==> config.mk <==
export PLATFORM = sky130hd
export DESIGN_NAME = psa_ctrl
export DESIGN_NICKNAME = d
export VERILOG_FILES = /design/src/hdl/page_slot_allocator_defines.svh /design/src/hdl/psa_pkg.sv /design/src/hdl/psa_ctrl.sv
export SDC_FILE = /design/constraint.sdc
export NUM_CORES = 1
export LEC_CHECK = 0
export BUFFER_PORTS_ARGS = -buffer_cell sky130_fd_sc_hd__buf_2
export CORE_AREA = 2 2 39 41
export DETAILED_ROUTE_END_ITERATION = 6
export DIE_AREA = 0 0 41 43
export PLACE_DENSITY = 0.3
export SETUP_SLACK_MARGIN = 0.3
export SLEW_MARGIN = 15
export SYNTH_ARGS = -nofsm -noshare
export SYNTH_HDL_FRONTEND = slang
export SYNTH_SLANG_ARGS = --single-unit
==> constraint.sdc <==
create_clock -name clk -period 1.05 [get_ports clk]
set_input_delay 0.105 -clock clk [delete_from_list [all_inputs] [get_ports clk]]
set_output_delay 0.105 -clock clk [all_outputs]
set_load 0.05 [all_outputs]
==> src/hdl/page_slot_allocator_defines.svh <==
// Assertion macros used by the page slot allocator datapath.
`ifndef PAGE_SLOT_ALLOCATOR_DEFINES_SVH
`define PAGE_SLOT_ALLOCATOR_DEFINES_SVH

// The condition must hold at every clock edge outside reset.
`define PSA_ASSERT_ALWAYS(lbl, clock, reset, cond, msg) \
  lbl: assert property (@(posedge clock) disable iff (reset) (cond)) else $error(msg);

// The consequent must hold in the same cycle as the antecedent.
`define PSA_ASSERT_IMPLIES(lbl, clock, reset, ante, cons, msg) \
  lbl: assert property (@(posedge clock) disable iff (reset) (ante) |-> (cons)) \
    else $error(msg);

// The consequent must hold in the cycle after the antecedent.
`define PSA_ASSERT_NEXT(lbl, clock, reset, ante, cons, msg) \
  lbl: assert property (@(posedge clock) disable iff (reset) (ante) |=> (cons)) \
    else $error(msg);

`endif

==> src/hdl/psa_pkg.sv <==
// Types and constants shared by the page slot allocator modules.
`default_nettype none
package psa_pkg;

  localparam int MAX_PAGES = 64;
  localparam int MAX_SLOTS = 64;
  // Slots per bitmap row: the slot limit, never more than a 64-bit row.
  localparam int ROW_BITS  = (MAX_SLOTS < 64) ? MAX_SLOTS : 64;

  localparam int PAGE_W = 7;
  localparam int SLOT_W = 6;
  localparam int CNT_W  = 7;
  localparam int PIDX_W = $clog2(MAX_PAGES);
  localparam int SPP_W  = 7;
  localparam int RSZ_W  = 13;
  localparam int OFF_W  = 16;
  localparam int CIDX_W = 2;

  // Result status codes.
  localparam logic [1:0] ST_OK    = 2'd0;
  localparam logic [1:0] ST_FULL  = 2'd1;
  localparam logic [1:0] ST_BAD   = 2'd2;
  localparam logic [1:0] ST_EMPTY = 2'd3;

  // Configuration register indexes.
  localparam logic [CIDX_W-1:0] CFG_SLOTS_PER_PAGE = 2'd0;
  localparam logic [CIDX_W-1:0] CFG_RECORD_SIZE    = 2'd1;
  localparam logic [CIDX_W-1:0] CFG_DATA_START     = 2'd2;

  // Operation kinds.
  localparam logic KIND_INSERT = 1'b0;
  localparam logic KIND_DELETE = 1'b1;

  typedef struct packed {
    logic init_link;
    logic accept;
    logic exec;
    logic finish;
  } psa_cmd_t;

  typedef struct packed {
    logic out_free;
  } psa_stat_t;

endpackage
`default_nettype wire

==> src/hdl/psa_ctrl.sv <==
// Sequencer that steps each item through read, update and result load.
`default_nettype none
module psa_ctrl
  import psa_pkg::*;
(
  input  wire logic      clk,
  input  wire logic      rst,
  input  wire logic      in_valid,
  output logic           in_ready,
  input  wire psa_stat_t stat,
  output psa_cmd_t       cmd
);

  localparam logic [1:0] S_INIT   = 2'd0;
  localparam logic [1:0] S_IDLE   = 2'd1;
  localparam logic [1:0] S_EXEC   = 2'd2;
  localparam logic [1:0] S_FINISH = 2'd3;

  logic [1:0] state;
  logic [1:0] state_next;

  always_comb begin
    in_ready   = 1'b0;
    cmd        = '0;
    state_next = state;
    unique case (state)
      S_INIT: begin
        cmd.init_link = 1'b1;
        state_next    = S_IDLE;
      end
      S_IDLE: begin
        in_ready = 1'b1;
        if (in_valid) begin
          state_next = S_EXEC;
        end
      end
      S_EXEC: begin
        cmd.exec   = 1'b1;
        state_next = S_FINISH;
      end
      S_FINISH: begin
        // The next item is taken in the same cycle as the result is loaded.
        if (stat.out_free) begin
          cmd.finish = 1'b1;
          in_ready   = 1'b1;
          state_next = in_valid ? S_EXEC : S_IDLE;
        end
      end
      default: state_next = S_INIT;
    endcase
    cmd.accept = in_valid && in_ready;
  end

  always_ff @(posedge clk) begin
    if (rst) begin
      state <= S_INIT;
    end else begin
      state <= state_next;
    end
  end

endmodule
`default_nettype wire

# Yosys cells after proc, flatten, opt, wreduce, memory -nomap -nowiden
# Index checks and enable logic that the tools add are counted.
word_totals:
  regBits: 2
  input_bits: 4
  output_inout_bits: 5
  word_cells: 18
op_classes:
  n_eq_ne: 5
  mux: 9
  n_reduce_logical: 3
ops:
  columns: ["cell", "count"]
  rows:
  - ["2-bit case mux with 4 select lines", 1]
  - ["2-bit two-way mux", 3]
  - ["2-bit equality test, second input constant", 2]
  - ["1-bit two-way mux", 4]
  - ["2-bit inequality test, second input constant", 2]
  - ["2-bit by 1-bit equality test with 1-bit output, second input constant", 1]
  - ["2-bit zero test", 1]
  - ["1-bit case mux with 2 select lines", 1]
  - ["2-bit AND reduction", 1]
  - ["1-bit logical AND", 1]

# Depth between registers and ports, before layout
# Gate-level depths: netlist of the first run.
depth:
  word_depth: 3
  mapped_depth: 2
  depth_no_buf: 2

# Worst setup path before layout of the first run
# No wires, ideal clock.
synth_path:
  path_kind: "flip-flop to output port"
  start: "register state[0]"
  end: "output cmd[2] in the netlist's numbering"
  arrival_time_ps: 1177
  required_ps: 945
  setup_slack_ps: -232
  path_stages_with_launch: 3
  n_path_buf: 0
  cell_sequence: "dfxtp_1 -> nand2_1 -> nor2b_1"
synth_lines:
  columns: ["item", "line_no", "text"]
  rows:
  - ["start: declaration", "psa_ctrl.sv:19", "logic [1:0] state;"]
  - ["start signal: assignment", "psa_ctrl.sv:58", "state <= state_next;"]
  - ["end: declaration", "psa_ctrl.sv:11", "output psa_cmd_t cmd"]

==> impl_metrics.yaml, run 1 <==
placed_design:
  finalWeightedCongestion: 0.5348
  io_buffer_count: 8
  post-place-ws_ns: 0.08487
  placement.cell_area_um2: 188.9
  hpwlAfterDp_um: 246.6
  dp_cells: 36
global_routing:
  pin_count_of_the_biggest_net_entering_global_routing: 8
  grt_first_pass_wirelength_um: 641
  congestion_overflow_gr: 0
  global_routing_usage_summed_across_all_routing_layers: 0.06106
  antenna_found_initial: 0
  number_of_global_route_vias_before_repair: 154
clocking:
  htree_num_levels: 1
  worst_skew_pair.late_latency_ns: 0.23
  cts.path.max_buffers: 2
  tritoncts_clock_tree: "built"
  clock-sinks: 2
  root_buffer: "sky130_fd_sc_hd__clkbuf_4"
  clock_pin_slew_of_the_registers_on_the_worst_case_setup_and_hold_paths_ns: 0.03
  cts_buffers: 3
die:
  die_area_mm2: 0.001763
  dieWidth_um: 41
  core_area_mm2: 0.001384
  initial_utilization: 0.07595
  rows: 14
  io_pins: 9
  fp.dieH_um: 43
finish:
  syn_to_final_growth_pct: 184.5
  largestRegisters: "state x2"
  diodes: 0
  post_route_cells_drive_above_1_share: 0.9200
  final_cells: 41
  final_util: 0.2161
  register_with_the_most_flip_flops: "state"
  stdcell_area_um2: 299.0
  final_nets: 31
  largest_reg_flops: 2
  fillers: 151
sta:
  setup_ws_ns: -0.02022
  rsz0062_at_grt: "yes"
  max_freq_mhz: 934.4
  fin_crit_sh: 1.019
  number_of_hold_slack_violations_in_the_final_timing_report: 0
  period_minus_slack_ns: 1.070
  max_slew_margin: 0.9165
  timing.hold.ws_ns: 0.05059
  timing_max_transition_violations_final: 0
  setup_total_negative_slack_ns: -0.04745
  setup_viol: 3
  worst_pin_slew_ns: 0.1247
  timing.clock.skew_ns: 0.008432
hold_path:
  hold_path.class: "in2reg"
  worst_hold_path.num_cells: 2
  worst_hold_startpoint: "rst"
  worst_hold_endpoint: "state[1]$_SDFFE_PP0P_"
worst_setup_path:
  worst_ep_required_time_ns: 0.94
  reg2reg_setup_slack_ns: 0.27
  cpLargestDelayFamily: "flip-flops"
  critical_path_max_stage_delay_ns: 0.40
  regToRegEndpoint: "state[1]$_SDFFE_PP0P_"
  critPathKind: "reg2out"
  critPathMaxFanout: 7
  cp-start-kind: "flip-flop"
  timing.critical_path.cells: "and3_4, buf_8"
  worst-r2r-cell-count: 2
  crit_arrival_ns: 0.97
  crit_path_end_kind: "output port"
  rr_startpoint: "state[1]$_SDFFE_PP0P_"
  critical_path_buf_inv_count: 1
  cpMaxStageDelayCell: "sky130_fd_sc_hd__dfxtp_4"
synthesis:
  post_synth_inst_count: 12
  syn-cell-area_um2: 105.1
  seq_area_frac_synth: 0.3810
  synth.avg_cell_area_um2: 8.758
  netlist-cell-type-count: 10
  yosys_warnings: 0
  ys_ff_latch: 2
  post_syn_nets: 16
drt:
  drcViolationCount: 0
  postRouteAntennaNets: 0
  drtIter0Drc: 2
  detail_route.wirelength_um: 362
  detailroute.via_count: 140
  drt_pre_antenna_iters: 2
  wl_per_cell_um: 8.829
  route.detailed.vias_per_inst: 3.415
run:
  maxCapViolCount: 0
pwr:
  cell_pwr_density_mw_per_mm2: 1325
  design_power_total_mw: 0.3963
  cellLeakagePower_nw: 0.1364
  vdd_ir_drop_max_mv: 0.3820
status:
  failing_checks: "setup timing"
  status: "finished with violations"
[cells in the mapped netlist (all sizes together)]
library cell,number,area (um2)
dfxtp,2,40.04
nor2b,2,12.51
a21bo,1,10.01
a21oi,1,8.760
a31oi,1,6.260
and2,1,6.260
and3,1,7.510
nand2,1,3.750
nand2b,1,6.260
nor2,1,3.750
[layer usage]
metal	up-vias	wire length, um	GRT usage
li1	68	-	-
met1	59	132	0.05732
met2	11	151	0.07500
met3	2	62	0.03665
met4	0	15	0.08000
met5	-	0	0
[power breakdown]
group          internal [mW]  switching, mW  total, mW  leakage [nW]
sequential            0.0812         0.0130     0.0942        0.0178
clock                  0.127         0.0490      0.176        0.0138
combinational         0.0601         0.0666      0.127         0.105
total                  0.268          0.128      0.396         0.136
[worst max-delay path by stage]
stage,from,endpoint,slack (ns),cells past startpoint
floorplan,state[0]$_SDFFE_PP0P_,cmd[3],0.16,1
global placement,state[0]$_SDFFE_PP0P_,cmd[2],0.11,3
detailed placement,state[0]$_SDFFE_PP0P_,cmd[2],0.08,3
CTS,state[0]$_SDFFE_PP0P_,cmd[2],-0.03,3
global route,state[0]$_SDFFE_PP0P_,cmd[2],-0.07,3
finish,state[0]$_SDFFE_PP0P_,cmd[0],-0.02,2
[layout by cell type (no fill, tap or decap)]
master and count:
sky130_fd_sc_hd__nand2b_4 1, sky130_fd_sc_hd__a31oi_1 1, sky130_fd_sc_hd__nor2b_4 2, sky130_fd_sc_hd__a21oi_2 1, sky130_fd_sc_hd__and2_4 1, sky130_fd_sc_hd__a21bo_1 1
sky130_fd_sc_hd__buf_4 1, sky130_fd_sc_hd__and3_4 1, sky130_fd_sc_hd__dfxtp_4 2, sky130_fd_sc_hd__buf_8 4, sky130_fd_sc_hd__nand2_4 1, sky130_fd_sc_hd__nor2_2 1
sky130_fd_sc_hd__clkbuf_4 3, sky130_fd_sc_hd__buf_6 2, sky130_fd_sc_hd__buf_2 3
[cell families (layout without fill, tap and decap cells)]
kind of cell | Yosys count | in the layout | synth area share
AO/OA/AOI/OAI | 3 | 3 | 0.2382
AND/OR/NAND/NOR | 7 | 7 | 0.3810
flip-flops | 2 | 2 | 0.3810
buffers and inverters | 0 | 13 | 0
[final cells by class]
class / count / area (um2) / area share
multi-input combinational: 10 / 103.9 / 0.3473
tap: 16 / 20.02 / 0.06695
sequential: 2 / 47.55 / 0.1590
timing repair buffer: 10 / 105.1 / 0.3515
clock buffer: 3 / 22.52 / 0.07531
[worst reg2reg max path, stage by stage (launching register included)]
cell and delay (ns):
sky130_fd_sc_hd__dfxtp_4 0.37, sky130_fd_sc_hd__a21bo_1 0.22, sky130_fd_sc_hd__a21oi_2 0.12
[what timing repair did]
item,CTS,global route
hold buffers,0,0
endpoints found under the hold margin,0,0
pin swaps,1,2
resized for setup,19,2
buffers inserted,1,1
endpoints found under the setup margin,6,7
(Power assumes the default switching activity.)
==> run 2, diff against run 1 <==
==> constraint.sdc (replaced) <==
create_clock -name clk -period 1 [get_ports clk]
set_input_delay 0.1 -clock clk [delete_from_list [all_inputs] [get_ports clk]]
set_output_delay 0.1 -clock clk [all_outputs]
set_load 0.05 [all_outputs]
==> impl_metrics.yaml, run 2 (synthesized netlist as in run 1, its figures left out) <==
sta:
  period_minus_slack_ns: 1.068
  max_slew_margin: 0.9146
  timing.hold.ws_ns: 0.03858
  setup_ws_ns: -0.06780
  setup_viol: 4
  number_of_hold_slack_violations_in_the_final_timing_report: 0
  timing_max_transition_violations_final: 0
  max_freq_mhz: 936.5
  rsz0062_at_grt: "yes"
  worst_pin_slew_ns: 0.1281
  timing.clock.skew_ns: 0.001942
  setup_total_negative_slack_ns: -0.2334
  fin_crit_sh: 1.068
worst_setup_path:
  worst_ep_required_time_ns: 0.90
  cp-start-kind: "flip-flop"
  critPathKind: "reg2out"
  cpLargestDelayFamily: "flip-flops"
  critPathMaxFanout: 7
  timing.critical_path.cells: "and3_4, buf_8"
  reg2reg_setup_slack_ns: 0.12
  worst-r2r-cell-count: 4
  critical_path_max_stage_delay_ns: 0.40
  crit_path_end_kind: "output port"
  rr_startpoint: "state[0]$_SDFFE_PP0P_"
  cpMaxStageDelayCell: "sky130_fd_sc_hd__dfxtp_4"
  regToRegEndpoint: "state[1]$_SDFFE_PP0P_"
  crit_arrival_ns: 0.97
  critical_path_buf_inv_count: 1
finish:
  post_route_cells_drive_above_1_share: 0.8929
  final_nets: 33
  stdcell_area_um2: 315.3
  fillers: 153
  syn_to_final_growth_pct: 200.0
  diodes: 0
  register_with_the_most_flip_flops: "state"
  most-common-layout-cells: "4 x sky130_fd_sc_hd__buf_6, 3 x sky130_fd_sc_hd__clkbuf_4, 3 x sky130_fd_sc_hd__buf_2, 3 x sky130_fd_sc_hd__buf_4"
  largest_reg_flops: 2
  largestRegisters: "state x2"
  layout.cells.most_common: "sky130_fd_sc_hd__buf_6"
pwr:
  cellLeakagePower_nw: 0.1463
  design_power_total_mw: 0.4411
  cell_pwr_density_mw_per_mm2: 1399
  vdd_ir_drop_max_mv: 0.5244
drt:
  drt_pre_antenna_iters: 2
  postRouteAntennaNets: 0
  drtIter0Drc: 2
  wl_per_cell_um: 7.432
  route.detailed.vias_per_inst: 3.364
  drcViolationCount: 0
  detailroute.via_count: 148
  detail_route.wirelength_um: 327
placed_design:
  hpwlAfterDp_um: 226.6
  placement.cell_area_um2: 202.7
  finalWeightedCongestion: 0.6546
  io_buffer_count: 8
  post-place-ws_ns: 0.05216
hold_path:
  worst_hold_endpoint: "state[1]$_SDFFE_PP0P_"
  worst_hold_path.num_cells: 2
  worst_hold_startpoint: "rst"
  hold_path.class: "in2reg"
die:
  dieWidth_um: 41
  die_area_mm2: 0.001763
  initial_utilization: 0.07595
  fp.dieH_um: 43
  core_area_mm2: 0.001384
  io_pins: 9
  rows: 14
clocking:
  worst_skew_pair.late_latency_ns: 0.23
  clock-sinks: 2
  cts_hold_buffers: 0
  root_buffer: "sky130_fd_sc_hd__clkbuf_4"
  tritoncts_clock_tree: "built"
  htree_num_levels: 1
  cts_buffers: 3
  clock_pin_slew_of_the_registers_on_the_worst_case_setup_and_hold_paths_ns: 0.03
  cts.path.max_buffers: 2
global_routing:
  global_route.usage.met2: 0.05625
  gr-usage-met1: 0.05751
  congestion_overflow_gr: 0
  gr-max-usage-layer: "met3"
  antenna_found_initial: 0
  number_of_global_route_vias_before_repair: 145
  global_routing_usage_summed_across_all_routing_layers: 0.05711
  grt_first_pass_wirelength_um: 572
  pin_count_of_the_biggest_net_entering_global_routing: 8
  grtUsageMet3: 0.06283
status:
  failing_checks: "setup timing"
  status: "finished with violations"
run:
  maxCapViolCount: 0
## run 2: worst register-to-register path: cells and delay by family (launching register included)
family	cells	cell delay, ns
AND/OR/NAND/NOR	1	0.07
flip-flops	1	0.40
buffers and inverters	2	0.25
AO/OA/AOI/OAI	1	0.09
## run 2: timing repair
item                                    4_1_cts  5_1_grt
endpoints found under the setup margin        7        7
setup buffers                                 2        2
pin swaps                                     2        3
resized for setup                            15        1
## run 2: routing by layer
metal | vias to the layer above | routed length [um]
met5 | - | 0
met4 | 0 | 8
met3 | 2 | 45
met2 | 9 | 115
met1 | 61 | 158
li1 | 76 | -
## run 2: metrics by stage
stage                       util  cells
after floorplan                -     12
after global placement    0.1465     36
after detailed placement  0.1465     36
after CTS                 0.2143     42
after global routing      0.2278     44
final                     0.2278     44
## run 2: power by group
part / switching, mW / leakage [nW] / internal (mW)
Clock: 0.0556 / 0.0150 / 0.149
Sequential: 0.0138 / 0.0178 / 0.0852
Combinational: 0.0709 / 0.114 / 0.0667
## run 2: worst max path at each step
stage	start	to	slack [ns]	cells after the start
after floorplan	state[1]$_SDFFE_PP0P_	cmd[2]	0.15	2
after global placement	state[1]$_SDFFE_PP0P_	cmd[2]	0.07	3
after detailed placement	state[1]$_SDFFE_PP0P_	cmd[2]	0.05	3
after CTS	state[0]$_SDFFE_PP0P_	cmd[0]	-0.09	2
after global routing	state[0]$_SDFFE_PP0P_	cmd[0]	-0.11	2
final	state[0]$_SDFFE_PP0P_	cmd[0]	-0.07	2
## run 2: layout make-up
cell class / instances / area [um2] / share of cell area
repair buffers: 12 / 112.6 / 0.3571
flip-flops and latches: 2 / 47.55 / 0.1508
well taps: 16 / 20.02 / 0.06349
multi-input cells: 10 / 108.9 / 0.3452
clock buffers: 4 / 26.28 / 0.08333
